`src/hw/rtl/assert_macros.svh`:
```
// assertion macros used by pl0rpm_back
// depends on nothing; an assertion reports through $error
`ifndef ASSERT_MACROS_SVH
`define ASSERT_MACROS_SVH
`ifndef SYNTHESIS
`define A_HOLDS(lbl, clk, rstn, prop) \
    lbl: assert property (@(posedge clk) disable iff (!rstn) prop) \
        else $error("%m: property failed");
`define A_NEVER(lbl, clk, rstn, expr) \
    lbl: assert property (@(posedge clk) disable iff (!rstn) !(expr)) \
        else $error("%m: forbidden condition seen");
`else
`define A_HOLDS(lbl, clk, rstn, prop)
`define A_NEVER(lbl, clk, rstn, expr)
`endif
`endif

```
`src/hw/rtl/pl0rpm_pkg.sv`:
```
// shared types and constants of the register p-machine executor
// used by every module of the block
`default_nettype none
package pl0rpm_pkg;
    localparam int SA_W        = 10;
    localparam int STACK_DEPTH = 2 ** SA_W;
    localparam int PTR_W       = 11;
    localparam int PC_W        = 9;
    localparam int RI_W        = 3;
    localparam int REG_COUNT   = 2 ** RI_W;
    localparam int DIV_STEPS   = 32;
    localparam int DCNT_W      = 5;

    localparam logic [31:0] SYS_WRITE = 32'd1;
    localparam logic [31:0] SYS_READ  = 32'd2;
    localparam logic [31:0] SYS_HALT  = 32'd3;

    typedef enum logic [4:0] {
        OP_NOP = 5'd0,  OP_LIT = 5'd1,  OP_RTN = 5'd2,  OP_LOD = 5'd3,
        OP_STO = 5'd4,  OP_CAL = 5'd5,  OP_INC = 5'd6,  OP_JMP = 5'd7,
        OP_JPC = 5'd8,  OP_SYS = 5'd9,  OP_NEG = 5'd10, OP_ADD = 5'd11,
        OP_SUB = 5'd12, OP_MUL = 5'd13, OP_DIV = 5'd14, OP_ODD = 5'd15,
        OP_MOD = 5'd16, OP_EQL = 5'd17, OP_NEQ = 5'd18, OP_LSS = 5'd19,
        OP_LEQ = 5'd20, OP_GTR = 5'd21, OP_GEQ = 5'd22
    } t_op;

    typedef enum logic [1:0] {
        FLT_NONE  = 2'd0,
        FLT_DIV0  = 2'd1,
        FLT_RANGE = 2'd2
    } t_flt;

    typedef enum logic [4:0] {
        ST_CLR, ST_IDLE, ST_RDA, ST_RDB, ST_RDR, ST_EXE, ST_WLK, ST_WCHK,
        ST_ADR, ST_LD1, ST_LD2, ST_STO, ST_CL1, ST_CL2, ST_CL3, ST_RT1,
        ST_RT2, ST_RT3, ST_DIVW, ST_FIN
    } t_bst;

    typedef struct packed {
        logic [4:0]         opcode;
        logic [2:0]         reg_sel;
        logic [3:0]         level_or_src;
        logic signed [31:0] operand_m;
        logic signed [31:0] read_value;
    } t_in;

    typedef struct packed {
        logic [8:0]         next_pc;
        logic [10:0]        base_ptr;
        logic [10:0]        stack_ptr;
        logic               print_valid;
        logic [2:0]         print_reg;
        logic signed [31:0] print_value;
        logic               read_taken;
        logic               halted;
        logic [1:0]         fault;
    } t_out;

    typedef struct packed {
        t_op         op;
        logic [2:0]  rs;
        logic [3:0]  lvl;
        logic [31:0] m;
        logic [31:0] rd;
    } t_qent;

    typedef struct packed {
        logic pop;
        logic clearing;
    } t_qctl;
endpackage
`default_nettype wire

```
`src/hw/rtl/pl0rpm_front.sv`:
```
// front end: accepts instruction words, decodes the opcode, two-entry queue
// depends on pl0rpm_pkg
`default_nettype none
module pl0rpm_front (
    input  wire logic              i_clk,
    input  wire logic              i_rst_n,
    input  wire logic              i_in_valid,
    output logic                   o_in_stall,
    input  wire pl0rpm_pkg::t_in   i_in,
    input  wire pl0rpm_pkg::t_qctl i_ctl,
    output logic                   o_q_valid,
    output pl0rpm_pkg::t_qent      o_q
);
    pl0rpm_pkg::t_qent r_q [2];
    logic              r_wp;
    logic              r_rp;
    logic [1:0]        r_cnt;
    logic              push;
    logic              pop;
    pl0rpm_pkg::t_qent dec;

    // unknown opcodes become a no-op
    always_comb begin
        dec.op = pl0rpm_pkg::OP_NOP;
        if (i_in.opcode >= 5'd1 && i_in.opcode <= 5'd22) begin
            dec.op = pl0rpm_pkg::t_op'(i_in.opcode);
        end
        dec.rs  = i_in.reg_sel;
        dec.lvl = i_in.level_or_src;
        dec.m   = i_in.operand_m;
        dec.rd  = i_in.read_value;
    end

    assign o_in_stall = (r_cnt == 2'd2) || i_ctl.clearing;
    assign push       = i_in_valid && !o_in_stall;
    assign pop        = i_ctl.pop && (r_cnt != 2'd0);
    assign o_q_valid  = (r_cnt != 2'd0);
    assign o_q        = r_q[r_rp];

    always_ff @(posedge i_clk) begin
        if (!i_rst_n) begin
            r_wp  <= 1'b0;
            r_rp  <= 1'b0;
            r_cnt <= 2'd0;
        end else begin
            if (push) r_wp <= ~r_wp;
            if (pop)  r_rp <= ~r_rp;
            r_cnt <= r_cnt + {1'b0, push} - {1'b0, pop};
        end
    end

    always_ff @(posedge i_clk) begin
        if (push) r_q[r_wp] <= dec;
    end
endmodule
`default_nettype wire

```
`config.mk`:
```
export PLATFORM = sky130hd
export DESIGN_NAME = pl0rpm_front
export DESIGN_NICKNAME = d
export VERILOG_FILES = /design/src/hw/rtl/assert_macros.svh /design/src/hw/rtl/pl0rpm_pkg.sv /design/src/hw/rtl/pl0rpm_front.sv
export SDC_FILE = /design/constraint.sdc
export NUM_CORES = 1
export LEC_CHECK = 0
export BUFFER_PORTS_ARGS = -buffer_cell sky130_fd_sc_hd__buf_2
export CAP_MARGIN = 5
export CORE_MARGIN = 2
export CORE_UTILIZATION = 40
export CTS_CLUSTER_DIAMETER = 50
export DETAILED_ROUTE_END_ITERATION = 6
export GPL_TIMING_DRIVEN = 0
export SYNTH_ARGS = -nofsm -noshare
export SYNTH_HDL_FRONTEND = slang
export SYNTH_SLANG_ARGS = --single-unit
```
`constraint.sdc`:
```
create_clock -name i_clk -period 6.05 [get_ports i_clk]
set_input_delay 0.605 -clock i_clk [delete_from_list [all_inputs] [get_ports i_clk]]
set_output_delay 0.605 -clock i_clk [all_outputs]
set_load 0.1 [all_outputs]
```
==> results.md, run 1 <==
- The gate count after technology mapping is 271.
- The setup TNS is 0 ns.
- Post-CTS repair changed the size of 0 cells.
- The share of total power dissipated in the clock network is a little over a quarter.
- The detailed placement HPWL is slightly below 7000 um.
- The commonest cells after synthesis are sky130_fd_sc_hd__edfxtp_1, sky130_fd_sc_hd__mux2_4, sky130_fd_sc_hd__mux2_2.
- The startpoint of the lowest-slack register-to-register path is r_cnt[0]$_SDFF_PN0_.
- The count of inserted antenna diode cells is 0.
- The I/O pin count is between 150 and 200.
- The maximum fanout count along the critical path is 10.
- The setup fix buffers added after clock tree synthesis is 0.
- Averaged over all synthesized cells, the footprint is 21.9 um2.
- The final hold violation count is 0.
- The setup violation total in the final timing report is 0.
- The count of nets left with antenna violations once routing finished came out at 0.
- STA classifies the critical path endpoint as an output port.
- The critical path startpoint category is a register.
- The synthesized design spends more area on one cell type than any other, namely sky130_fd_sc_hd__edfxtp_1.
- The worst relative slew slack is between 40% and 50%.
- The standard cell core area is 14500 um2.
- The clock latency reported for the late side of the worst-skew pair is 0.41 ns.
- At the pin with the least slew margin, the transition time is roughly 0.8 ns.
- In this run, the number of DRC markers left after iteration 0 of detailed routing was between 150 and 200.
- Counting both buffers and inverters, the worst setup path holds a total of 3.
- The total number of H-tree levels is 4.
- The type of the worst min-delay path is input port to register.
- The worst register-to-register path has a depth of 5.
- The initial core utilization is between 40 and 50%.
- The achievable clock frequency is roughly 0.40 GHz.
- The height of the die is around 130 um.
- Between clock sinks in the finished design, the worst skew comes to approximately 0.0035 ns.
- The number of CTS-inserted buffers is 17.
- For this run, asynchronously set or reset flops after synthesis account for 0%.
- For this run, the number of standard cells in the final layout without fillers is around 650.
- The final worst-path cycle share is just over 40%.
- Dividing the detail-routed wire length by the instance count gives ~16 um.
- The initial antenna violation count was 0.
- The primary flip-flop cell chosen by synthesis mapping is sky130_fd_sc_hd__edfxtp_1.
- The largest buffer count on any clock path is 2.
- Yosys printed 0 warnings.
- The number of flops mapped to enable cells by yosys is 152.
- The floorplan step defined a die boundary enclosing about 16000 um2.
- The number of register bits inferred by synthesis is around 160.
- At the worst endpoint, the arrival time is around 1.9 ns.
- The path length in cells of the critical path is 4.
- IR analysis of the VDD net gives a maximum drop of roughly 0.25 mV.
- The proportion of synthesized chip area in sequential cells is between 70 and 80%.
- The congestion estimate from routability-driven global placement came to between 0.6 and 0.7.
- The global-route congestion overflow total is 0.
- The worst-path cell with the longest stage delay is sky130_fd_sc_hd__dfxtp_1.
- The area of all placed cells without fillers is about 7600 um2.
- Row generation in the floorplan step produced 44 rows.
- After synthesis, the cell types taking the most area are sky130_fd_sc_hd__edfxtp_1, sky130_fd_sc_hd__mux2_4, sky130_fd_sc_hd__mux2_2, sky130_fd_sc_hd__dfxtp_1, sky130_fd_sc_hd__buf_6.
- The top cell type by area accounts for roughly 77% of the synthesized area.
- Internal power comes to 0.00225 W.
- The number of buffers added on ports is 158.
- After detailed routing, the total wire length is between 10000 and 15000 um.
- CTS placed an instance of sky130_fd_sc_hd__clkbuf_16 at the clock tree root.
- The CTS tree is done.
- Setup repair after global routing left no endpoint under its margin.
- For this design the total switching power over the nets is about 0.0016 W.
- The proportion of power drawn by combinational gates is 38.7%.
- In this run the cell area measured after placement is between 7000 and 8000 um2.
- The number of nets in the layout is about 540.
- The power per cell area is between 500 and 600 nW/um2.
- The number of nets handed over by synthesis was between 300 and 400.
- After clock tree synthesis, the clock-pin slew on the worst setup and hold paths is ~0.060 ns.
- The most common cell in the synthesized netlist is sky130_fd_sc_hd__edfxtp_1.
- The tightest hold path in the finished design has a slack of between 0.3 and 0.4 ns.
- The capturing point of the worst reg2reg path is r_q[1][35]$_DFFE_PP_.
- The end point of the critical path is o_q[70].
- Entering global routing, the biggest net connects 29 pins.
- The start-to-end type of the worst setup path is register to output port.
- The number of cells in the design after placement is slightly above 600.
- Traced cell by cell, the critical path runs through buf_4 -> buf_6 -> mux2_4 -> buf_2.
- From left edge to right edge, the die measures between 100 and 150 um.
- Broken down by cell family, the worst path's largest delay share belongs to buffers and inverters.
- The via count of the first global-routing pass is about 3100.
- For flop-to-flop paths, the worst setup slack is approximately 3.7 ns.
- The share of total power in sequential cells is 34.1%.
- The via count is 3038.
- The run finished with clean final reports.
- After layout, the minimum clock period comes to between 2 and 2.5 ns.
- The wire length of the first global-routing pass is 16000 um.
- The distinct cell type count after synthesis is 21.
- The number of remaining DRC errors is 0.
- Counting every sink on the clock net gives ~160.
- For this run, the slowest stage of the critical path takes 0.39 ns.
- The proportion of layout cells with a drive suffix above 1 is between 50 and 60%.
- The netlist area before placement is 5940 um2.
- In this run switching power makes up about two fifths of total power.
- Dividing the detail-routed via count by the number of cells gives 4.69.
- The layout overhead on the synthesized area is 28.6%.
- The number of pins with negative max-slew slack in the final report came to 0.
- In the global route stage, overall resource usage came out at between 10% and 20%.
- In this run, post-CTS hold repair placed 0 buffers.
- The static leakage is roughly 2.9 nW.
- The first-pass iteration count of the detailed router is 6.
- Across the run, the number of max-cap violations was 0.
- The required time of the critical path is around 5.4 ns.
-- logic make-up (layout without fill, tap and decap cells) --
logic type                 count (synthesis)  count (layout)  share of synthesized area, %
AOI/OAI and AO/OA                          8               8                         0.906
buffers and inverters                     11             204                          1.33
adders and majority gates                  2               2                         0.421
muxes                                     77              77                          17.1
DFF                                      157             157                          78.6
and+or+nand+nor                           13              13                          1.22
xor gates and xnor gates                   3               3                         0.443
-- area by class of cell --
| type | count | area, um2 |
|---|---|---|
| Buffer | 8 | 67.6 |
| Sequential cell | 157 | 4660 |
| Tap cell | 184 | 230 |
| Timing Repair Buffer | 162 | 871 |
| Fill cell | 1225 | 6900 |
| Multi-Input combinational cell | 103 | 1210 |
| Clock inverter | 12 | 146 |
| Clock buffer | 19 | 433 |
| Inverter | 3 | 11.3 |
-- registers in the layout, summed over array words and instances, names as in the netlist, named ones only --
name   flops
r_rp       1
r_wp       1
r_q      152
r_cnt      2
-- layout by cell type (no fill, tap or decap) --
| cell | netlist | routed |
|---|---|---|
| sky130_fd_sc_hd__inv_6 | 0 | 1 |
| sky130_fd_sc_hd__nor2_4 | 0 | 2 |
| sky130_fd_sc_hd__clkinv_2 | 0 | 4 |
| sky130_fd_sc_hd__clkinv_4 | 0 | 1 |
| sky130_fd_sc_hd__nand2_1 | 2 | 2 |
| sky130_fd_sc_hd__clkinvlp_4 | 0 | 2 |
| sky130_fd_sc_hd__buf_12 | 0 | 4 |
| sky130_fd_sc_hd__xnor2_1 | 3 | 3 |
| sky130_fd_sc_hd__ha_1 | 2 | 2 |
| sky130_fd_sc_hd__a21oi_1 | 3 | 3 |
| sky130_fd_sc_hd__inv_1 | 3 | 3 |
| sky130_fd_sc_hd__buf_2 | 3 | 161 |
| sky130_fd_sc_hd__clkbuf_1 | 0 | 2 |
| sky130_fd_sc_hd__buf_4 | 1 | 1 |
| sky130_fd_sc_hd__nand3b_1 | 1 | 1 |
| sky130_fd_sc_hd__mux2i_1 | 1 | 1 |
| sky130_fd_sc_hd__a311oi_1 | 1 | 1 |
| sky130_fd_sc_hd__edfxtp_1 | 152 | 152 |
| sky130_fd_sc_hd__bufinv_16 | 0 | 3 |
| sky130_fd_sc_hd__mux2_4 | 40 | 40 |
| sky130_fd_sc_hd__nor2b_1 | 3 | 3 |
| sky130_fd_sc_hd__or2_2 | 1 | 1 |
| sky130_fd_sc_hd__buf_6 | 4 | 4 |
| sky130_fd_sc_hd__o21a_1 | 4 | 4 |
| sky130_fd_sc_hd__nand2b_1 | 2 | 2 |
| sky130_fd_sc_hd__clkinv_1 | 0 | 1 |
| sky130_fd_sc_hd__and2_1 | 2 | 2 |
| sky130_fd_sc_hd__dfxtp_1 | 5 | 5 |
| sky130_fd_sc_hd__clkbuf_16 | 0 | 17 |
| sky130_fd_sc_hd__mux2_2 | 36 | 36 |
-- per-layer routing --
metal  global-route usage [%]  routed length, um
met3                     4.76                741
met2                     21.0               4990
met1                     16.7               4390
met4                     6.21                187
met5                        0                  0
-- worst min path at each step --
stage	from	to	slack [ns]	depth (start not counted)
final	i_in[17]	r_q[0][17]$_DFFE_PP_	0.38	1
after global routing	i_in[17]	r_q[0][17]$_DFFE_PP_	0.35	1
after CTS	i_in[54]	r_q[0][54]$_DFFE_PP_	0.36	1
after detailed placement	r_wp$_SDFFE_PN0P_	r_wp$_SDFFE_PN0P_	0.52	2
after global placement	r_wp$_SDFFE_PN0P_	r_wp$_SDFFE_PN0P_	0.46	2
after floorplan	r_wp$_SDFFE_PN0P_	r_wp$_SDFFE_PN0P_	0.45	2
-- through the flow --
stage | worst slack [ns] | utilization, % | power (W)
CTS | 3.50 | 52.5 | 0.00386
detailed placement | 3.41 | 48.5 | 0.00282
global placement | -0.731 | 47.9 | 0.00281
finish | 3.55 | 52.5 | 0.00382
global route | 3.45 | 52.5 | 0.00396
floorplan | 1.51 | - | 0.00261
-- power groups by stage --
stage                     clock network (W)  registers, W  logic (W)
after global routing                0.00112       0.00131    0.00153
after floorplan                           0       0.00133    0.00128
after CTS                           0.00107       0.00130    0.00149
after detailed placement                  0       0.00133    0.00149
after global placement                    0       0.00134    0.00147
final                               0.00104       0.00130    0.00148
No activity file was read; power rests on OpenSTA's default activity.
==> run 2, diff against run 1 <==
PLACE_DENSITY = 0.66   (was not set)
clock period = 2.2 ns   (was 6.05 ns; I/O delays follow)
==> run 2 against run 1 <==
Against the previous run:
- die area did not move
- cell area increased by 11%
- hold slack worse by 0.36 ns
- wire length grew 5.8%
- worst setup slack got worse by 3.4 ns
- clock power grew to 3.0 times the previous value
- non-clock buffer count up 72
- critical path depth unchanged
- count of clock-buffer cells in the layout is 6 higher
- critical path type unchanged
- cell count is 12% higher
==> results.md, run 2 (synthesis gave the netlist of run 1 again) <==
- The worst vdd rail ir drop is between 0.8 and 0.9 mV.
- The cell type group with the largest total delay on the critical path is buffers and inverters.
- The shortest clock period the worst path allows after layout is ~2.1 ns.
- The global-route track usage on met2 is 24.1%.
- The proportion of power drawn by combinational gates is 38.6%.
- For this run, the top clock speed supported by timing is between 0.4 and 0.5 GHz.
- In the layout the commonest cells are sky130_fd_sc_hd__buf_2, sky130_fd_sc_hd__edfxtp_1, sky130_fd_sc_hd__dlygate4sd3_1.
- The arrival time reported for the critical path endpoint is 1.87 ns.
- The worst setup margin is ~0.11 ns.
- The switching power is 0.00432 W.
- The number of placement rows is 44.
- The worst relative slew slack is between 40% and 50%.
- Power spread over the standard cell area amounts to 1290 nW/um2.
- The routability-driven placement congestion ratio is ~0.67.
- The clock share of power is between 20 and 30%.
- Global routing used 16.4% of the available met1 tracks.
- The worst clock skew is ~0.0057 ns.
- Along the worst path, the maximum fanout reaches 10.
- The start-to-end type of the worst setup path is register to output port.
- The number of pins with negative max-slew slack in the final report is 0.
- Counting along the longest clock path gives a buffer depth of 2.
- The first global-routing pass estimated 17100 um of wire.
- The repair_antennas step left the layout with diodes totalling 0.
- The final hold violation count was 0.
- The number of nets in the layout is 609.
- The type of the worst min-delay path is input port to register.
- For this configuration, the core starts out at a cell density of approximately 41%.
- The post-route netlist has 52.5% of its cells at a drive strength greater than 1.
- CTS saw about 160 sinks.
- The wire length per cell is around 15 um.
- Setup repair after global routing left no endpoint under its margin.
- The number of buffers added on ports is 158.
- The initial antenna violation count is 0.
- The global-route congestion overflow total is 0.
- Clock-pin slew was measured on the worst setup and hold paths at 0.06 ns.
- The root buffer cell is sky130_fd_sc_hd__clkbuf_16.
- For this run, the slowest stage of the critical path takes roughly 0.39 ns.
- Cell internal power was estimated by the tool at around 0.0065 W.
- The floorplan step set the die width to ~130 um.
- Net switching is 39.8% of the power.
- The largest net degree at the start of global routing is 27.
- The flow ran to the end, and the final reports show no timing, DRC or antenna violations.
- The first routing iteration left roughly 170 violations.
- The required time of the critical path is between 1.5 and 2 ns.
- The height of the die is between 100 and 150 um.
- The via count of the first global-routing pass is around 3500.
- The number of flip-flops in the largest register is around 150.
- The category of the worst setup path capture point is an output port.
- The final worst-path cycle share is between 90% and 100%.
- The standard cell core area is 14500 um2.
- The H-tree was split into 4 levels.
- Counting the buffers created by CTS gives 17.
- In this run the count of I/O pins placed on the die edge is 159.
- Once detail routing completed, the nets flagged for antenna violations numbered 0.
- The pin slew with the least headroom to its limit is ~0.76 ns.
- The die covers about 16000 um2.
- The worst setup path is launched from a register.
- The clock latency reported for the late side of the worst-skew pair is about 0.41 ns.
- Ranked by flip-flop count, first place goes to r_q.
- Setup violations remaining at the end of the flow were counted as 0.
- The slowest stage of the critical path belongs to the cell sky130_fd_sc_hd__dfxtp_1.
- The largest registers in the layout are r_q: 152 flops, r_cnt: 2 flops.
- Timing analysis after detailed placement gives a worst setup slack of -0.154 ns.
- The library cell used most frequently in the layout, excluding fill and tap cells, is sky130_fd_sc_hd__buf_2.
- For this design the static power due to leakage is between 3 and 4 nW.
- The signal on the critical path passes through buf_4 -> buf_6 -> mux2_4 -> buf_2.
- The detailed placement HPWL is 6790 um.
- The worst-case hold slack is 0.0173 ns.
- The total routed wirelength is ~11000 um.
- In the global route stage, overall resource usage came out at about 14%.
- In the routed layout, each cell is associated on average with a via count of 4.58.
- TritonCTS built the clock tree.
- In this run the most used layer during global routing was met2.
- The first-pass iteration count of the detailed router is 4.
- The share of total power dissipated in sequential elements is approximately a third.
- The buffers plus inverters on the worst setup path is 3.
- The via count is roughly 3300.
- After detailed routing, the number of remaining DRC violations is 0.
- Max-cap violations in this run came to 0.
- The fraction of met3 tracks used by global routing is 5.23%.
- The layout overhead on the synthesized area is 42.1%.
==> run 2: cell count changes in the layout (fill, tap and decap cells not counted), moves of 2 or more <==
cell,change
sky130_fd_sc_hd__dlygate4sd3_1,+70
sky130_fd_sc_hd__buf_2,-6
sky130_fd_sc_hd__clkbuf_4,+6
sky130_fd_sc_hd__clkbuf_8,+4
sky130_fd_sc_hd__buf_4,+2
sky130_fd_sc_hd__clkbuf_1,+2
sky130_fd_sc_hd__clkinvlp_4,-2
sky130_fd_sc_hd__nor2_2,+2
==> run 2: layout make-up <==
class,instances,area [um2]
tap,184,230
timing repair buffer,234,1600
multi-input combinational,105,1230
clock inverter,7,135
buffer,8,67.6
clock buffer,25,495
sequential,157,4670
fill,1124,6100
inverter,3,11.3
==> run 2: final timing paths <==
kind                             from                   end  slack, ns  cells past startpoint
hold / removal               i_in[40]  r_q[0][40]$_DFFE_PP_       0.02                      1
setup / recovery             register               o_q[73]       0.11                      4
setup reg to reg  r_cnt[0]$_SDFF_PN0_   r_cnt[1]$_SDFF_PN0_       0.21                      8
hold reg to reg     r_rp$_SDFFE_PN0P_              register       0.54                      2
==> run 2: what timing repair did <==
action                                  in CTS  in global routing
buffers inserted                             2                  0
pin swaps                                    2                  0
hold endpoints to repair                   140                  0
gates resized for setup                      0                  6
endpoints found under the setup margin      52                  6
hold buffers                                70                  0
cloned                                       2                  0
==> run 2: per-layer routing <==
layer,up-vias,wire (um)
met5,-,0
met4,0,143
met3,14,679
met2,114,5490
met1,1606,4600
li1,1579,-
==> run 2: through the flow <==
stage          setup TNS, ns  std cells  power, W  area (um2)  utilization, %
2_1_floorplan          -9.96        271   0.00717        5960               -
3_3_place_gp         -116.51        613   0.00770        6980            48.0
3_5_place_dp           -7.70        617   0.00775        7060            48.6
4_1_cts                    0        723    0.0109        8420            57.9
5_1_grt                    0        723    0.0112        8440            58.0
6_report                   0        723    0.0109        8440            58.0
==> run 2: power groups by stage <==
stage	clock (W)	combinational (W)	sequential [W]
after global placement	0	0.00405	0.00366
after CTS	0.00314	0.00421	0.00360
after detailed placement	0	0.00409	0.00366
after floorplan	0	0.00353	0.00364
final	0.00307	0.00420	0.00359
after global routing	0.00327	0.00434	0.00361
==> run 3, diff against run 2 <==
BUFFER_PORTS_ARGS = not set   (was -buffer_cell sky130_fd_sc_hd__buf_2)
CORE_UTILIZATION = 45   (was 40)
DONT_BUFFER_PORTS = 1   (was not set)
PLACE_DENSITY = not set   (was 0.66)
SLEW_MARGIN = 20   (was not set)
==> run 3 against run 2 <==
Against the previous run:
- flip-flop and latch count stayed put
- first-iteration DRC count decreased by 28%
- cell count is 23% lower
- cell area down 8.9%
- die area decreased by 11%
- count of clock-buffer cells in the layout fell by 7
- clock power fell by 2%
- clock skew increased by 0.0010 ns
- critical path type unchanged
==> results.md, run 3 (synthesis gave the netlist of run 1 again) <==
- The run finished with clean final reports.
- The width of the die is between 100 and 150 um.
- The shortest clock period the worst path allows after layout is 1.96 ns.
- The register-to-register setup slack is 0.26 ns.
- The total routed wirelength is 9970 um.
- For the worst setup path, the data required time is a little under 2 ns.
- At the pin with the least slew margin, the transition time is about 1.0 ns.
- The root buffer cell is sky130_fd_sc_hd__clkbuf_16.
- The register with the most flip-flops in the layout has roughly 150 of them.
- The initial antenna violation count is 0.
- The first detailed-routing pass ran for 4 iterations.
- The arrival time reported for the critical path endpoint is between 1.5 and 2 ns.
- The category of the worst setup path capture point is an output port.
- In this run the static leakage power is 2.65 nW.
- In the final routed layout, each cell accounts on average for approximately 18 um.
- The area of all placed cells without fillers is about 7700 um2.
- The critical path startpoint category is a register.
- The worst hold path belongs to the class input port to register.
- The detailed placement HPWL is 6440 um.
- The setup fix buffers added after clock tree synthesis is 0.
- The remaining antenna violation count is 0.
- The worst relative slew slack is approximately a third.
- The standard cell core area is ~13000 um2.
- Cells with a size suffix above 1 make up around 33% of the layout.
- The filler cell count is about 940.
- The register name with the most flops is r_q.
- The worst setup margin is 0.243 ns.
- Of all nets on the critical path, the largest fanout is 10.
- Relative to the synthesized area, the layout overhead comes to 29.5%.
- TritonCTS created 17 clock buffers.
- The critical path in this run is classified as register to output port.
- The capturing point of the worst reg2reg path is r_q[0][59]$_DFFE_PP_.
- The worst register-to-register path begins at r_cnt[0]$_SDFF_PN0_.
- Timing analysis after detailed placement gives a worst setup slack of around 0.26 ns.
- Global routing finished with a remaining overflow of 0.
- The routed layout has roughly 2800 vias.
- The largest buffer count on any clock path is 2.
- CTS built an H-tree with a depth of 4.
- Dividing total power by cell area gives a power density of between 1000 and 1500 nW/um2.
- The final hold violation count is 0.
- The number of pins with negative max-slew slack in the final report came to 0.
- The worst hold path terminates at r_q[1][72]$_DFFE_PP_.
- Max-cap violations in this run came to 0.
- The number of remaining DRC errors is 0.
- The worst clock skew is ~0.0067 ns.
- For the worst-skew pair, the clock arrives at the later sink with an insertion delay of between 0.4 and 0.5 ns.
- Setup repair after global routing left no endpoint under its margin.
- The first global-routing pass estimated around 15000 um of wire.
- The startpoint identified for the worst hold timing path is i_in[72].
- Derived from the worst setup path, the maximum achievable clock frequency is 0.511 GHz.
- The floorplan has 41 rows.
- The routability-driven placement congestion ratio is 0.639.
- The clock transition at the registers of the reported paths is 0.06 ns.
- In the final layout, the registers with the most flip-flops are r_q: 152 flops, r_cnt: 2 flops.
- For this configuration, the core starts out at a cell density of 46.5%.
- The most common cell after layout, fill and taps aside is sky130_fd_sc_hd__edfxtp_1.
- Input and output buffers added on the ports amount to 0.
- The clock net in this run drives a total of about 160 sinks.
- The worst vdd rail ir drop is 0.735 mV.
- The area of the die is 14100 um2.
- Setup violations remaining at the end of the flow were counted as 0.
- Once the clock tree was built, the resizer swapped 0 gates to a different size.
- TritonCTS built the clock tree.
- The largest net degree at the start of global routing is 27.
- Dividing the detail-routed via count by the number of cells gives around 5.0.
- Cells fill about three fifths of the core in the end.
- For this run, the post-layout net count is about 450.
- Leaving out fill and tap cells, the most frequent cells in the layout are sky130_fd_sc_hd__edfxtp_1, sky130_fd_sc_hd__dlygate4sd3_1, sky130_fd_sc_hd__mux2_4.
- The via count of the first global-routing pass is ~3000.
- Along the worst hold path, the cell count comes to 1.
- The number of antenna diodes in the final layout is 0.
- For this design the top-level I/O count stands at 159.
- Counting cells, the worst reg-to-reg path comes to 5.
- The height of the die is between 100 and 150 um.
- The worst path uses roughly 89% of the clock period.
- The total global routing track utilization is around 15%.
- The starting DRC count in detailed routing is between 100 and 150.
- The placed instances occupy a cell area of 6310 um2.
run 3: report_power, final:
part / total (W) / switching, W / internal [W] / leakage (nW)
registers: 0.00359 / 0.0000672 / 0.00352 / 1.44
logic: 0.00389 / 0.00310 / 0.000789 / 0.924
clock network: 0.00301 / 0.00111 / 0.00190 / 0.294
total: 0.0105 / 0.00428 / 0.00621 / 2.65
run 3: timing repair:
| action | CTS | global route |
|---|---|---|
| hold endpoints to repair | 153 | 0 |
| hold buffers | 75 | 0 |
| endpoints found under the setup margin | 0 | 0 |
run 3: area by class of cell:
type | count | area, um2 | area share (%)
clock buffer | 18 | 429 | 5.58
timing repair buffer | 81 | 886 | 11.5
clock inverter | 14 | 195 | 2.54
sequential | 157 | 4670 | 60.7
buffer | 8 | 67.6 | 0.879
tap | 172 | 215 | 2.80
multi-input combinational | 103 | 1220 | 15.8
inverter | 3 | 11.3 | 0.147
run 3: worst max-delay path by stage:
| stage | from | to | slack, ns | depth (start not counted) |
|---|---|---|---|---|
| finish | register | o_q[69] | 0.24 | 3 |
| global route | r_cnt[0]$_SDFF_PN0_ | r_q[0][59]$_DFFE_PP_ | 0.17 | 5 |
| CTS | register | o_q[68] | 0.17 | 3 |
| detailed placement | r_cnt[0]$_SDFF_PN0_ | r_q[0][59]$_DFFE_PP_ | 0.26 | 5 |
| global placement | r_cnt[0]$_SDFF_PN0_ | r_q[1][59]$_DFFE_PP_ | -0.73 | 3 |
| floorplan | r_cnt[0]$_SDFF_PN0_ | r_q[0][0]$_DFFE_PP_ | -0.07 | 3 |
run 3: routing by layer:
layer	vias up	routed length [um]	global-route usage, %
met4	0	218	7.96
met5	-	0	0
met2	123	5110	24.6
li1	1268	-	-
met1	1358	3810	15.7
met3	19	821	6.27
run 3: critical path: stages, from the launching register on:
cell and delay (ns):
sky130_fd_sc_hd__dfxtp_1 0.39, sky130_fd_sc_hd__buf_4 0.25, sky130_fd_sc_hd__buf_6 0.21, sky130_fd_sc_hd__mux2_4 0.45
run 3: stage by stage:
| step | total power, W | std cells | hold slack (ns) | setup TNS (ns) |
|---|---|---|---|---|
| 2_1_floorplan | 0.00717 | 271 | 0.319 | -9.96 |
| 3_3_place_gp | 0.00739 | 443 | 0.319 | -109.48 |
| 3_5_place_dp | 0.00745 | 449 | 0.319 | 0 |
| 4_1_cts | 0.0106 | 556 | 0.0148 | 0 |
| 5_1_grt | 0.0108 | 556 | 0.0210 | 0 |
| 6_report | 0.0105 | 556 | 0.0348 | 0 |
